**src/rtl/fbsu_pkg.sv**
```systemverilog
// Package for the frame buffer scan-out unpacker: register indexes, pixel formats
// and the constant divide-by-three helper used for packed 24-bit pixels.
// No dependencies.
package fbsu_pkg;

	localparam int unsigned ADDR_W = 24;
	localparam int unsigned SIZE_W = 10;
	localparam int unsigned CFG_W  = 24;
	localparam int unsigned COORD_W = 11;

	// Register indexes on the configuration port.
	typedef enum logic [2:0] {
		REG_START_EVEN  = 3'd0,
		REG_START_ODD   = 3'd1,
		REG_LINE_WORDS  = 3'd2,
		REG_LINES       = 3'd3,
		REG_LINE_GAP    = 3'd4,
		REG_FORMAT      = 3'd5,
		REG_CONCAT      = 3'd6,
		REG_INTERLACE   = 3'd7
	} cfg_reg_t;

	typedef enum logic [1:0] {
		FMT_RGB555   = 2'd0,
		FMT_RGB565   = 2'd1,
		FMT_RGB888   = 2'd2,
		FMT_XRGB8888 = 2'd3
	} pix_fmt_t;

	localparam logic [2:0] BPP_RESET = 3'd2;

	// Floor of x / 3 for x below 8192, by multiplying with 2731 / 8192.
	localparam logic [11:0] DIV3_RECIP = 12'd2731;

	function automatic logic [11:0] div3(input logic [12:0] x);
		logic [24:0] p;
		p = 25'(x) * 25'(DIV3_RECIP);
		return p[24:13];
	endfunction

endpackage

```
**src/rtl/framebuffer_scanout_unpack.sv**
```systemverilog
// Top level of the frame buffer scan-out unpacker: input stage, frame state,
// pixel expansion and the registered result word. Depends on fbsu_pkg.
//
//  Channel  | Handshake              | Payload
//  ---------+------------------------+---------------------------------------------
//  input    | in_valid / in_stall    | action, field_number, mem_word
//  output   | out_valid / out_stall  | read_addr, addr_valid, pixel_valid, chan_*,
//           |                        | out_row, out_column, line_last, frame_last,
//           |                        | frame_empty
//  config   | cfg_we (no handshake)  | cfg_index, cfg_data
//
// Every input word gives exactly one output word, after it has passed the input
// register and then the output register. One word is taken per cycle while the
// output is not stalled; the rate is set by the single 24-bit address add per word.
// Reset clears the configuration to its defaults and the frame state; no frame is
// active after reset. A stalled output holds its word while the input register
// still fills, so in_stall rises only when both registers are occupied.
module framebuffer_scanout_unpack
	import fbsu_pkg::*;
(
	input  logic                 clk,
	input  logic                 arst_n,

	input  logic                 in_valid,
	output logic                 in_stall,
	input  logic                 action,
	input  logic                 field_number,
	input  logic [31:0]          mem_word,

	output logic                 out_valid,
	input  logic                 out_stall,
	output logic [ADDR_W-1:0]    read_addr,
	output logic                 addr_valid,
	output logic                 pixel_valid,
	output logic [7:0]           chan_low,
	output logic [7:0]           chan_mid,
	output logic [7:0]           chan_high,
	output logic [COORD_W-1:0]   out_row,
	output logic [COORD_W-1:0]   out_column,
	output logic                 line_last,
	output logic                 frame_last,
	output logic                 frame_empty,

	input  logic                 cfg_we,
	input  logic [2:0]           cfg_index,
	input  logic [CFG_W-1:0]     cfg_data
);

	// Configuration registers.
	logic [ADDR_W-1:0] start_even_q, start_odd_q;
	logic [SIZE_W-1:0] line_words_q, lines_q, line_gap_q;
	pix_fmt_t          format_q;
	logic [2:0]        concat_q;
	logic              interlace_q;

	always_ff @(posedge clk or negedge arst_n) begin
		if (!arst_n) begin
			start_even_q <= '0;
			start_odd_q  <= '0;
			line_words_q <= '0;
			lines_q      <= '0;
			line_gap_q   <= SIZE_W'(1);
			format_q     <= FMT_RGB555;
			concat_q     <= '0;
			interlace_q  <= 1'b0;
		end else if (cfg_we) begin
			unique case (cfg_index)
				REG_START_EVEN: start_even_q <= cfg_data;
				REG_START_ODD:  start_odd_q  <= cfg_data;
				REG_LINE_WORDS: line_words_q <= cfg_data[SIZE_W-1:0];
				REG_LINES:      lines_q      <= cfg_data[SIZE_W-1:0];
				REG_LINE_GAP:   line_gap_q   <= cfg_data[SIZE_W-1:0];
				REG_FORMAT:     format_q     <= pix_fmt_t'(cfg_data[1:0]);
				REG_CONCAT:     concat_q     <= cfg_data[2:0];
				REG_INTERLACE:  interlace_q  <= cfg_data[0];
			endcase
		end
	end

	// Input register stage.
	logic        valid_s1;
	logic        action_s1;
	logic        field_s1;
	logic [31:0] word_s1;
	logic        adv;

	assign adv      = valid_s1 && (!out_valid || !out_stall);
	assign in_stall = valid_s1 && !adv;

	always_ff @(posedge clk or negedge arst_n) begin
		if (!arst_n) begin
			valid_s1 <= 1'b0;
		end else if (!in_stall) begin
			valid_s1 <= in_valid;
		end
	end

	always_ff @(posedge clk) begin
		if (in_valid && !in_stall) begin
			action_s1 <= action;
			field_s1  <= field_number;
			word_s1   <= mem_word;
		end
	end

	// Frame state. The line step holds the bytes per pixel plus the line gap, so
	// the end of a line costs one add like any other pixel.
	logic [ADDR_W-1:0]  addr_q;
	logic [COORD_W-1:0] column_q;
	logic [SIZE_W-1:0]  row_q;
	logic               active_q;
	logic               field_q;
	logic [11:0]        ppl_q;
	logic [ADDR_W-1:0]  line_step_q;
	logic [2:0]         bpp_q;
	pix_fmt_t           frame_fmt_q;
	logic [SIZE_W-1:0]  frame_lines_q;
	logic               frame_ilace_q;

	// Frame start arithmetic, from live configuration.
	logic              size_zero;
	logic [SIZE_W:0]   words_p1;
	logic [11:0]       w16;
	logic [ADDR_W-1:0] gap_m1;
	logic [ADDR_W-1:0] gap4;
	logic [11:0]       gap_third;
	logic [11:0]       start_ppl;
	logic [2:0]        start_bpp;
	logic [ADDR_W-1:0] start_gap;
	logic [ADDR_W-1:0] start_addr;

	always_comb begin
		size_zero = (line_words_q == '0) || (lines_q == '0);
		words_p1  = {1'b0, line_words_q} + (SIZE_W+1)'(1);
		w16       = {words_p1, 1'b0};
		gap_m1    = ADDR_W'(line_gap_q) - ADDR_W'(1);
		// Gap in bytes is four times (gap words - 1) for every format but packed
		// 24-bit, where the gap is rounded down to whole 3-byte pixels.
		gap4      = {gap_m1[ADDR_W-3:0], 2'b00};
		gap_third = div3(gap4[12:0]);
		unique case (format_q)
			FMT_RGB555, FMT_RGB565: begin
				start_bpp = 3'd2;
				start_ppl = w16;
				start_gap = gap4;
			end
			FMT_RGB888: begin
				start_bpp = 3'd3;
				start_ppl = div3({w16, 1'b0});
				// A zero gap register is a gap of minus one pixel.
				if (line_gap_q == '0) begin
					start_gap = ADDR_W'(0) - ADDR_W'(3);
				end else begin
					start_gap = ADDR_W'({gap_third, 1'b0}) + ADDR_W'(gap_third);
				end
			end
			FMT_XRGB8888: begin
				start_bpp = 3'd4;
				start_ppl = 12'(words_p1);
				start_gap = gap4;
			end
		endcase
		start_addr = (interlace_q && field_s1) ? start_odd_q : start_even_q;
	end

	// Pixel path.
	logic [15:0]        half;
	logic [7:0]         c_low, c_mid, c_high;
	logic               ll, fl;
	logic [ADDR_W-1:0]  addr_next;
	logic [COORD_W-1:0] row_out;

	always_comb begin
		half = word_s1[15:0];
		unique case (frame_fmt_q)
			FMT_RGB555: begin
				c_low  = {half[4:0], concat_q};
				c_mid  = {half[9:5], concat_q};
				c_high = {half[14:10], concat_q};
			end
			FMT_RGB565: begin
				c_low  = {half[4:0], concat_q};
				c_mid  = {half[10:5], concat_q[2:1]};
				c_high = {half[15:11], concat_q};
			end
			FMT_RGB888: begin
				// On an odd address the word was read one byte early.
				if (addr_q[0]) begin
					c_low  = word_s1[7:0];
					c_mid  = word_s1[15:8];
					c_high = word_s1[23:16];
				end else begin
					c_low  = word_s1[15:8];
					c_mid  = word_s1[23:16];
					c_high = word_s1[31:24];
				end
			end
			FMT_XRGB8888: begin
				c_low  = word_s1[7:0];
				c_mid  = word_s1[15:8];
				c_high = word_s1[23:16];
			end
		endcase
		ll        = (12'(column_q) + 12'd1) == ppl_q;
		fl        = ll && (row_q == frame_lines_q);
		addr_next = addr_q + (ll ? line_step_q : ADDR_W'(bpp_q));
		row_out   = frame_ilace_q ? {row_q, field_q} : COORD_W'(row_q);
	end

	always_ff @(posedge clk or negedge arst_n) begin
		if (!arst_n) begin
			addr_q        <= '0;
			column_q      <= '0;
			row_q         <= '0;
			active_q      <= 1'b0;
			field_q       <= 1'b0;
			ppl_q         <= '0;
			line_step_q   <= ADDR_W'(BPP_RESET);
			bpp_q         <= BPP_RESET;
			frame_fmt_q   <= FMT_RGB555;
			frame_lines_q <= '0;
			frame_ilace_q <= 1'b0;
		end else if (adv) begin
			if (!action_s1) begin
				if (size_zero) begin
					active_q <= 1'b0;
				end else begin
					addr_q        <= start_addr;
					column_q      <= '0;
					row_q         <= '0;
					active_q      <= 1'b1;
					field_q       <= field_s1;
					ppl_q         <= start_ppl;
					line_step_q   <= start_gap + ADDR_W'(start_bpp);
					bpp_q         <= start_bpp;
					frame_fmt_q   <= format_q;
					frame_lines_q <= lines_q;
					frame_ilace_q <= interlace_q;
				end
			end else if (active_q) begin
				addr_q <= addr_next;
				if (ll) begin
					column_q <= '0;
					row_q    <= row_q + SIZE_W'(1);
				end else begin
					column_q <= column_q + COORD_W'(1);
				end
				if (fl) begin
					active_q <= 1'b0;
				end
			end
		end
	end

	// Output register.
	logic out_valid_q;

	always_ff @(posedge clk or negedge arst_n) begin
		if (!arst_n) begin
			out_valid_q <= 1'b0;
		end else if (adv) begin
			out_valid_q <= 1'b1;
		end else if (!out_stall) begin
			out_valid_q <= 1'b0;
		end
	end

	always_ff @(posedge clk) begin
		if (adv) begin
			read_addr   <= '0;
			addr_valid  <= 1'b0;
			pixel_valid <= 1'b0;
			chan_low    <= '0;
			chan_mid    <= '0;
			chan_high   <= '0;
			out_row     <= '0;
			out_column  <= '0;
			line_last   <= 1'b0;
			frame_last  <= 1'b0;
			frame_empty <= 1'b0;
			if (!action_s1) begin
				if (size_zero) begin
					frame_empty <= 1'b1;
				end else begin
					read_addr  <= start_addr;
					addr_valid <= 1'b1;
				end
			end else if (active_q) begin
				pixel_valid <= 1'b1;
				chan_low    <= c_low;
				chan_mid    <= c_mid;
				chan_high   <= c_high;
				out_row     <= row_out;
				out_column  <= column_q;
				line_last   <= ll;
				frame_last  <= fl;
				if (!fl) begin
					read_addr  <= addr_next;
					addr_valid <= 1'b1;
				end
			end
		end
	end

	assign out_valid = out_valid_q;

	// The input register only backs up behind a held output word.
	a_stall_needs_full: assert property (@(posedge clk) disable iff (!arst_n)
		in_stall |-> (valid_s1 && out_valid && out_stall))
		else $error("input stalled without a held output word");

	// An empty frame result carries nothing else.
	a_empty_alone: assert property (@(posedge clk) disable iff (!arst_n)
		(out_valid && frame_empty) |-> (!addr_valid && !pixel_valid && read_addr == '0))
		else $error("empty frame result with other fields set");

	// The last pixel of a frame closes its line and asks for no further word.
	a_frame_end: assert property (@(posedge clk) disable iff (!arst_n)
		(out_valid && frame_last) |-> (line_last && pixel_valid && !addr_valid))
		else $error("frame end marked inconsistently");

	// A frame is only ever closed by a word leaving the input register.
	a_active_falls: assert property (@(posedge clk) disable iff (!arst_n)
		$fell(active_q) |-> $past(adv))
		else $error("frame state changed with no word advancing");

	// A pixel inside a frame always names the next read address.
	a_pixel_addr: assert property (@(posedge clk) disable iff (!arst_n)
		(out_valid && pixel_valid && !frame_last) |-> addr_valid)
		else $error("pixel inside a frame without a next address");

endmodule

```
**config.mk**
```make
export PLATFORM = sky130hd
export DESIGN_NAME = framebuffer_scanout_unpack
export DESIGN_NICKNAME = d
export VERILOG_FILES = /design/src/rtl/fbsu_pkg.sv /design/src/rtl/framebuffer_scanout_unpack.sv
export SDC_FILE = /design/constraint.sdc
export NUM_CORES = 1
export LEC_CHECK = 0
export ABC_CLOCK_PERIOD_IN_PS = 21000
export BUFFER_PORTS_ARGS = -buffer_cell sky130_fd_sc_hd__clkbuf_2
export CORE_ASPECT_RATIO = 0.8
export CORE_MARGIN = 5
export CORE_UTILIZATION = 30
export CTS_CLUSTER_SIZE = 12
export DETAILED_ROUTE_END_ITERATION = 10
export MAX_ROUTING_LAYER = met4
export PLACE_DENSITY_LB_ADDON = 0.3
export SYNTH_ARGS = -nofsm -noshare
export SYNTH_HDL_FRONTEND = slang
export SYNTH_SLANG_ARGS = --single-unit
```
**constraint.sdc**
```tcl
create_clock -name clk -period 21 [get_ports clk]
set_clock_uncertainty 0.1 [all_clocks]
set_input_delay 1.05 -clock clk [delete_from_list [all_inputs] [get_ports clk]]
set_output_delay 1.05 -clock clk [all_outputs]
set_load 0.05 [all_outputs]
```
==> results of run 1 <==
==> flip-flops by register name, indices dropped and copies added (netlist names), 2 cells and up <==
signal / flops
line_step_q: 24
chan_mid: 8
line_words_q: 10
concat_q: 3
column_q: 11
start_odd_q: 24
chan_low: 8
word_s1: 32
row_q: 10
bpp_q: 3
out_row: 11
line_gap_q: 10
chan_high: 8
format_q: 2
read_addr: 24
addr_q: 24
start_even_q: 24
out_column: 11
ppl_q: 12
frame_fmt_q: 2
lines_q: 10
frame_lines_q: 10
==> per-stage QoR <==
step / setup slack (ns) / area [µm²] / hold WS [ns] / util, %
2_1_floorplan: 13.02 / 19600 / 0.340 / -
3_3_place_gp: 11.99 / 21300 / 0.360 / 33.1
3_5_place_dp: 11.88 / 21300 / 0.366 / 33.1
4_1_cts: 11.83 / 22400 / 0.379 / 34.7
5_1_grt: 11.18 / 22400 / 0.388 / 34.7
6_report: 11.87 / 22400 / 0.374 / 34.7
==> worst min-delay path by stage <==
stage | endpoint | cells after the start | start | slack, ns
finish | line_step_q[0] | 2 | line_step_q[0] | 0.37
detailed placement | line_step_q[7] | 2 | line_step_q[7] | 0.37
global placement | line_step_q[0] | 2 | line_step_q[0] | 0.36
global route | line_step_q[7] | 2 | line_step_q[7] | 0.39
floorplan | line_step_q[0] | 2 | line_step_q[0] | 0.34
CTS | line_step_q[7] | 2 | line_step_q[7] | 0.38
==> placed cells by master (no fill, tap or decap), types with 11 or more instances in the layout <==
master       n
clkbuf_2   141
nor2_1     105
mux2i_1     22
and3_1      29
nor2b_1     18
o21ai_0     81
dfrtp_1    182
nand3_1     30
ha_1       182
a21o_1      23
nand2_1    272
buf_4       22
clkbuf_16   35
o211ai_1    15
fa_1        67
edfxtp_1   109
a21oi_1     56
a311oi_1    19
mux2_2      84
a31oi_1     29
nand4_1     11
o31ai_1     14
nor3_1      23
a211oi_1    30
xor2_1      45
and2_1      25
inv_1      150
o21a_1      15
clkbuf_1    15
o22ai_1     23
nand2b_1    18
xnor2_1     50
==> area by class of cell <==
| type | instances | area, µm² |
|---|---|---|
| Fill cell | 6478 | 42100 |
| Clock buffer | 54 | 987 |
| Sequential cell | 294 | 7910 |
| Antenna cell | 2 | 5.00 |
| Clock inverter | 10 | 63.8 |
| Inverter | 153 | 578 |
| Tap cell | 850 | 1060 |
| Timing Repair Buffer | 164 | 885 |
| Multi-Input combinational cell | 1405 | 10900 |
==> cells by family (layout without fill, tap and decap cells) <==
kind of cell             count (synthesis)  in the layout  synth area share [%]
multiplexers                           106            106                  5.94
AND/OR/NAND/NOR                        588            588                  14.1
XOR/XNOR                                95             95                  4.24
buffers and inverters                  232            381                  4.47
other                                    0              2                     0
flip-flops                             294            294                  40.2
adder cells (fa/ha/maj)                249            249                  18.4
AO/OA/AOI/OAI                          367            367                  12.5
==> metal layers <==
layer	vias to the layer above	global-route usage [%]	part of all wire, %
li1	7097	-	-
met5	-	-	0
met4	0	3.92	2.3
met2	348	22.3	45
met1	7171	21.4	48
met3	71	1.91	4.7
==> worst max-delay path: cells and delay by family, from the launching register on <==
family                     cells  cell delay (ns)
and+or+nand+nor                6             1.56
buffers and inverters          3             0.30
DFF                            1             0.38
AOI/OAI and AO/OA             11             2.98
adders and majority gates      8             3.41
xor gates and xnor gates       2             0.33
==> results by stage, run 1 <==
STA:
- The worst path uses 43.5% of the clock period.
- Setup violations remaining at the end of the flow were counted as 0.
- The actual slew at the worst max-slew pin is 1.04 ns.
- Setup repair after global routing left no endpoint under its margin.
- The number of hold-slack violations in the final timing report is 0.
- The total count of max-transition violations in the final report is 0.
- The final critical path time including I/O delays and setup is 9.13 ns.
- The total negative setup slack is 0 ns.
- Timing would allow up to 0.109 GHz.
- Measured against its own limit, the worst slew margin works out to 30.2%.

Drt:
- The count of nets left with antenna violations once routing finished came out at 0.
- For this block, the via count after detailed routing is 14,700.
- The routed wirelength normalized by instance count is 17.6 µm.
- The via count normalized by instance count is 5.01.
- The total wire length after detailed routing is 51,500 µm.
- For this run, design rule violations remaining after detail routing come to 0.
- The number of DRC markers in iteration 0 is 1,142.
- The number of detailed-route iterations in the first pass is 5.

Layout:
- The count of placed standard cells in the final layout, fillers left out is 2,932.
- The layout overhead on the synthesized area is 14.0%.
- The net count of the finished layout is 2,368.
- Cells with a size suffix above 1 make up 16.3% of the layout.

Run:
- Across the run, the number of max-cap violations was 0.

Synth:
- By area the synthesized netlist is led by dfrtp_1 23%, edfxtp_1 17%, ha_1 12%.
- Summed over its instances, the top area cell type makes up 23.2% of the synthesized netlist area.
- The register area share after synthesis is 40.2%.
- Counting every net in the synthesized netlist gives 2,246.
- By instance count, the leading cell after synthesis is nand2_1.
- Among all flip-flop cells after synthesis, the most frequent one is dfrtp_1.
- The largest total area in the synthesized netlist belongs to dfrtp_1.
- The mean post-synth cell area is 10.2 µm².
- The distinct cell type count of the synthesized netlist is 78.
- The post-synthesis cell count is 1,931.
- After synthesis, the most frequently instantiated cells are 273 x nand2_1, 182 x dfrtp_1, 182 x ha_1.
- Yosys printed 0 warnings.
- The netlist area before placement is 19,600 µm².
- The share of synthesized registers carrying an async set or reset is 62.9%.
- In this run, synthesis produced a sequential element count of 294.
- The count of flip-flops with a built-in enable after synthesis is 109.

Setup path:
- Data on the critical path is required at its endpoint by 21.36 ns.
- The setup check on the worst reg-to-reg path leaves a slack of 11.87 ns.
- The largest stage delay on the critical path is 0.73 ns.
- STA classifies the critical path startpoint as a register.
- The signal arrival time at the worst endpoint is 9.50 ns.
- The number of cells on the worst reg-to-reg path is 30.
- The critical path is of the register to register type.
- The capture point of the worst path is line_step_q[21].
- The worst-path maximum fanout is 7.
- The capturing element type of the critical path is a register.
- The end of the worst register-to-register path is line_step_q[21].
- The startpoint of the lowest-slack register-to-register path is line_gap_q[0].
- The source of the critical timing path is line_gap_q[0].
- On the critical path, the stage with the largest delay is an instance of o21ai_0.

Floorplanning:
- From bottom edge to top edge, the die measures 239 µm.
- The count of pins on the block boundary is 143.
- The core region area is 64,500 µm².
- The die span in x is 296 µm.
- The die covers 70,700 µm².
- For this configuration, the core starts out at a cell density of 30.5%.
- The number of rows created at floorplan is 83.

GRT:
- The final global-route overflow total is 0.
- The first global-routing pass estimated 82,400 µm of wire.
- Global routing used 14.9% of the available tracks across all layers.
- The pin count of the biggest net entering global routing is 117.
- The number of global-route vias before repair was 14,500.
- The number of antenna violations at the first check in global routing is 3.

Clock network:
- Once the clock tree was built, the resizer swapped 0 gates to a different size.
- CTS placed an instance of clkbuf_16 at the clock tree root.
- The clock insertion delay at the later pin of the skew report is 0.54 ns.
- In this run, post-CTS hold repair placed 0 buffers.
- Clock-pin slew was measured on the worst setup and hold paths at 0.06 ns.
- The CTS tree is built.
- The number of buffers created by CTS is 35.
- Buffers added to address setup during post-CTS repair amount to 0.
- The clock passes through at most 3 buffers.
- The total clock sinks is 294.
- The number of levels the H-tree was split into is 2.

Placement:
- Port buffering added 142 buffers.
- At the end of routability-driven placement, the weighted congestion stood at 0.857.
- The instance count after placement with tap cells included is 2,866.
- Detailed placement finished with a half-perimeter wire length of 38,700 µm.

Status:
- The run finished with clean final reports.

Worst hold path:
- The type of the tightest min-delay check is register to register.
Power of run 1 is left out: the tool's default activity adds up to more than one toggle a clock period on the data nets, which glitch-free logic cannot reach.
==> run 2: changes to the inputs <==
--- a/config.mk
+++ b/config.mk
@@ -5,7 +5,8 @@
 export SDC_FILE = /design/constraint.sdc
 export NUM_CORES = 1
 export LEC_CHECK = 0
-export ABC_CLOCK_PERIOD_IN_PS = 21000
+export ABC_AREA = 1
+export ABC_CLOCK_PERIOD_IN_PS = 7600
 export BUFFER_PORTS_ARGS = -buffer_cell sky130_fd_sc_hd__clkbuf_2
 export CORE_ASPECT_RATIO = 0.8
 export CORE_MARGIN = 5
==> constraint.sdc (replaced) <==
create_clock -name clk -period 7.6 [get_ports clk]
set_clock_uncertainty 0.1 [all_clocks]
set_input_delay 0.38 -clock clk [delete_from_list [all_inputs] [get_ports clk]]
set_output_delay 0.38 -clock clk [all_outputs]
set_load 0.05 [all_outputs]
==> results by stage, run 2 <==
Floorplanning:
- The effective utilization at floorplan is 30.4% (-0.11 points).
- The count of pins on the block boundary is 143 (unchanged).
- The die span in x is 302 µm (+2.0%).
- The core region area is 67,400 µm² (+4.6%).
- The number of rows created at floorplan is 85 (+2.4%).
- The die span in y is 244 µm (+2.0%).
- The die area is 73,600 µm² (+4.0%).

Synth:
- The mean post-synth cell area is 8.18 µm² (-20%).
- By count the netlist is led by 509 x nand2_1, 399 x inv_1, 254 x o21ai_0.
- The netlist area before placement was 20,500 µm² (+4.2%).
- The register area share after synthesis is 38.6% (-1.6 points).
- The share of the synthesized area in compound gates (AO/OA/AOI/OAI) is 13.4% (+0.83 points).
- The arithmetic-cell share of the synthesized area counting full adders, half adders and majority gates is 17.7% (-0.74 points).
- The synthesized-area fraction occupied by and/or/nand/nor cells is 19.4% (+5.3 points).
- The number of warnings reported in the yosys synthesis log is 0 (unchanged).
- In the post-synthesis netlist, the biggest area contributors are dfrtp_1 22%, edfxtp_1 16%, ha_1 11%.
- Among all flip-flop cells after synthesis, the most frequent one is dfrtp_1.
- By instance count, the leading cell after synthesis is nand2_1.
- The dominant combinational cell family by area after synthesis is simple AND/OR/NAND/NOR gates.
- The post-synthesis mux area share is 0% (-5.9 points).
- The share of synthesized registers carrying an async set or reset came to 62.9% (unchanged).
- The distinct cell type count of the synthesized netlist is 59 (-24%).
- The post-synthesis cell count is 2,503 (+30%).
- The xor and xnor fraction of the mapped netlist area is 1.86% (-2.4 points).
- The flop and latch count out of synthesis is 294 (unchanged).
- The count of flip-flops with a built-in enable after synthesis is 109 (unchanged).
- The post-synthesis net count came to 2,818 (+25%).
- The biggest area consumer among synthesized cells is dfrtp_1.
- The area fraction of the dominant cell type after synthesis came to 22.3% (-0.93 points).

Status:
- The flow ran to the end, and the final reports show no timing, DRC or antenna violations.

Layout:
- The number of flip-flops under the largest register name is 32 (unchanged).
- The layout overhead on the synthesized area is 16.7%.
- The library cell used most frequently in the layout, excluding fill and tap cells, is nand2_1.
- The top cell types in the final layout, fill and taps aside, are 502 x nand2_1, 399 x inv_1, 248 x o21ai_0.
- The number of inserted diodes came to 0 (-2).
- The net total in the final layout was 3,008 (+27%).
- The fraction of layout cells with a size suffix above 1 is 11.2% (-5.2 points).
- The share of the core filled with cells in the final layout is 35.4% (+0.68 points).
- The post-route cell area was 23,900 µm² (+6.6%).
- The register with the most flip-flops is word_s1.
- The fill cell instance count of the final layout is 7,113 (+9.8%).

STA:
- The setup violation total in the final timing report is 0 (unchanged).
- The smallest hold slack is 0.0711 ns (-0.303 ns).
- The number of hold-slack violations in the final timing report came to 0 (unchanged).
- The final critical path time including I/O delays and setup is 7.20 ns (-1.94 ns).
- The normalized max-slew margin was 36.9% (+6.7 points).
- The fraction of the cycle the final worst path needs is 94.7% (+51 points).
- The slack of the critical path was 0.404 ns (-11.46 ns).
- The top achievable clock speed came to 0.139 GHz (+27%).
- The total count of max-transition violations in the final report was 0 (unchanged).
- The actual slew at the worst max-slew pin is 0.945 ns (-0.0921 ns).

Clock network:
- The clock-pin slew on the worst setup and hold paths was 0.07 ns (about the same).
- The clock insertion delay at the later pin of the skew report is 0.59 ns (+0.05 ns).
- The number of buffers created by CTS came to 29 (-17%).
- The total clock sinks is 294 (unchanged).
- The CTS tree is built.
- The tree is rooted in a clkbuf_16.
- The number of levels the H-tree was split into is 1 (-1).
- The clock tree buffer depth is 3 (unchanged).

Setup path:
- The largest stage delay on the critical path is 0.54 ns (-0.19 ns).
- The worst register-to-register path ends at line_step_q[17].
- By startpoint and endpoint, the worst setup path is classified as register to register.
- The slowest cell on the critical path is fa_1.
- STA classifies the critical path endpoint as a register.
- Among the stages of the critical path, the cell type that occurs most often is nand2_1.
- The worst-path maximum fanout is 5 (-2).
- The signal arrival time at the worst endpoint is 7.52 ns (-1.98 ns).
- The required time at the endpoint of the critical path is 7.92 ns (-13.44 ns).
- The number of cells on the worst reg-to-reg path came to 35 (+17%).
- The type of origin of the critical path is a register.
- The internal reg-to-reg setup slack is 0.40 ns (-11.46 ns).
- In this run the critical register-to-register path is launched from line_gap_q[0].

Placement:
- The placement-stage worst setup slack is 0.00728 ns (-11.88 ns).
- The placer congestion estimate is 0.882 (+3.0%).
- The half-perimeter wire length of the detailed placement result is 43,700 µm (+13%).
- The placed cell area came to 22,200 µm² (+4.0%).
- The number of input and output port buffers inserted came to 142 (unchanged).

GRT:
- The total track usage is 15.7% (+0.79 points).
- The wire length of the first global-routing pass is 91,100 µm (+11%).
- The final global-route overflow total is 0 (unchanged).
- The pin count of the biggest net entering global routing is 91 (-22%).
- The number of global-route vias before repair is 16,100 (+11%).
- The number of antenna violations at the first check in global routing came to 3 (unchanged).

Worst hold path:
- In this run the most critical hold path is launched from cfg_index[2].
- The worst hold endpoint is interlace_q.
- The worst hold path belongs to the class input port to register.
- The number of cells on the worst hold path is 5 (+3).

Drt:
- The number of nets still failing antenna checks after routing is 0 (unchanged).
- The via count normalized by instance count is 4.69 (-6.3%).
- The total wire length after detailed routing is 57,600 µm (+12%).
- The number of vias in the routed layout was 17,000 (+16%).
- The number of DRC markers in iteration 0 is 1,329 (+16%).
- The DRC violations left was 0 (unchanged).
- The routed wirelength normalized by instance count is 15.9 µm (-9.6%).
- The number of detailed-route iterations in the first pass is 6 (+1).

Run:
- The number of maximum-capacitance constraint violations is 0 (unchanged).
[run 2: changes by cell type after synthesis, sizes merged, moves of 22 or more]
cell,previous run,this run
a21oi,56,133
o21ai,88,266
nand2,274,525
and3,29,0
and2,25,2
clkbuf,69,44
inv,153,403
mux2,84,0
nand3,32,114
a211oi,30,2
nor2,107,238
xnor2,50,11
mux2i,22,0
[run 2: logic make-up (layout without fill, tap and decap cells)]
logic type,count (synthesis),after routing
XOR/XNOR,42,42
AND/OR/NAND/NOR,944,944
flip-flops,294,294
AO/OA/AOI/OAI,499,499
buffers and inverters,475,688
adder cells (fa/ha/maj),249,249
[run 2: cell type report]
class	count	area [µm²]	area share, %
Clock inverter	2	25.0	0.105
Tap cell	913	1140	4.78
Inverter	407	1530	6.41
Multi-Input combinational cell	1734	10900	45.8
Clock buffer	52	852	3.57
Sequential cell	294	7910	33.1
Timing Repair Buffer	227	1490	6.23
[run 2: worst max-delay path, delay by kind of cell, from the launching register on]
family	cells	cell delay [ns]
adder cells (fa/ha/maj)	8	3.07
AND/OR/NAND/NOR	14	1.52
AO/OA/AOI/OAI	6	1.02
flip-flops	1	0.53
XOR/XNOR	2	0.44
buffers and inverters	5	0.38
[run 2: timing repair]
item                       4_1_cts  5_1_grt
setup endpoints to repair        2       19
hold buffers                    52        0
resized for setup                1       45
hold endpoints to repair       152        0
pin swaps                        0       16
buffers inserted                 0       11
[run 2: through the flow]
step                TNS (ns)  instances
global placement           0       3512
floorplan                  0       2503
CTS                        0       3618
finish                     0       3629
global route          -0.133       3629
detailed placement         0       3512
[run 2: worst max path at each step]
stage	start	end	cells after the start
2_1_floorplan	line_gap_q[0]	line_step_q[13]	35
3_3_place_gp	line_gap_q[2]	line_step_q[13]	36
3_5_place_dp	line_gap_q[2]	line_step_q[13]	35
4_1_cts	line_gap_q[2]	line_step_q[13]	35
5_1_grt	line_gap_q[1]	line_step_q[13]	37
6_report	line_gap_q[0]	line_step_q[17]	35
[run 2: per-layer routing]
metal / track usage (%) / up-vias / share of wire, % / wire, µm
met5: - / - / 0 / 0
met3: 2.22 / 70 / 5.6 / 3210
met1: 24.7 / 7927 / 52 / 30300
li1: - / 8610 / - / -
met2: 21.6 / 429 / 40 / 23200
met4: 2.39 / 0 / 1.6 / 944
Power of run 2 is left out for the same reason.
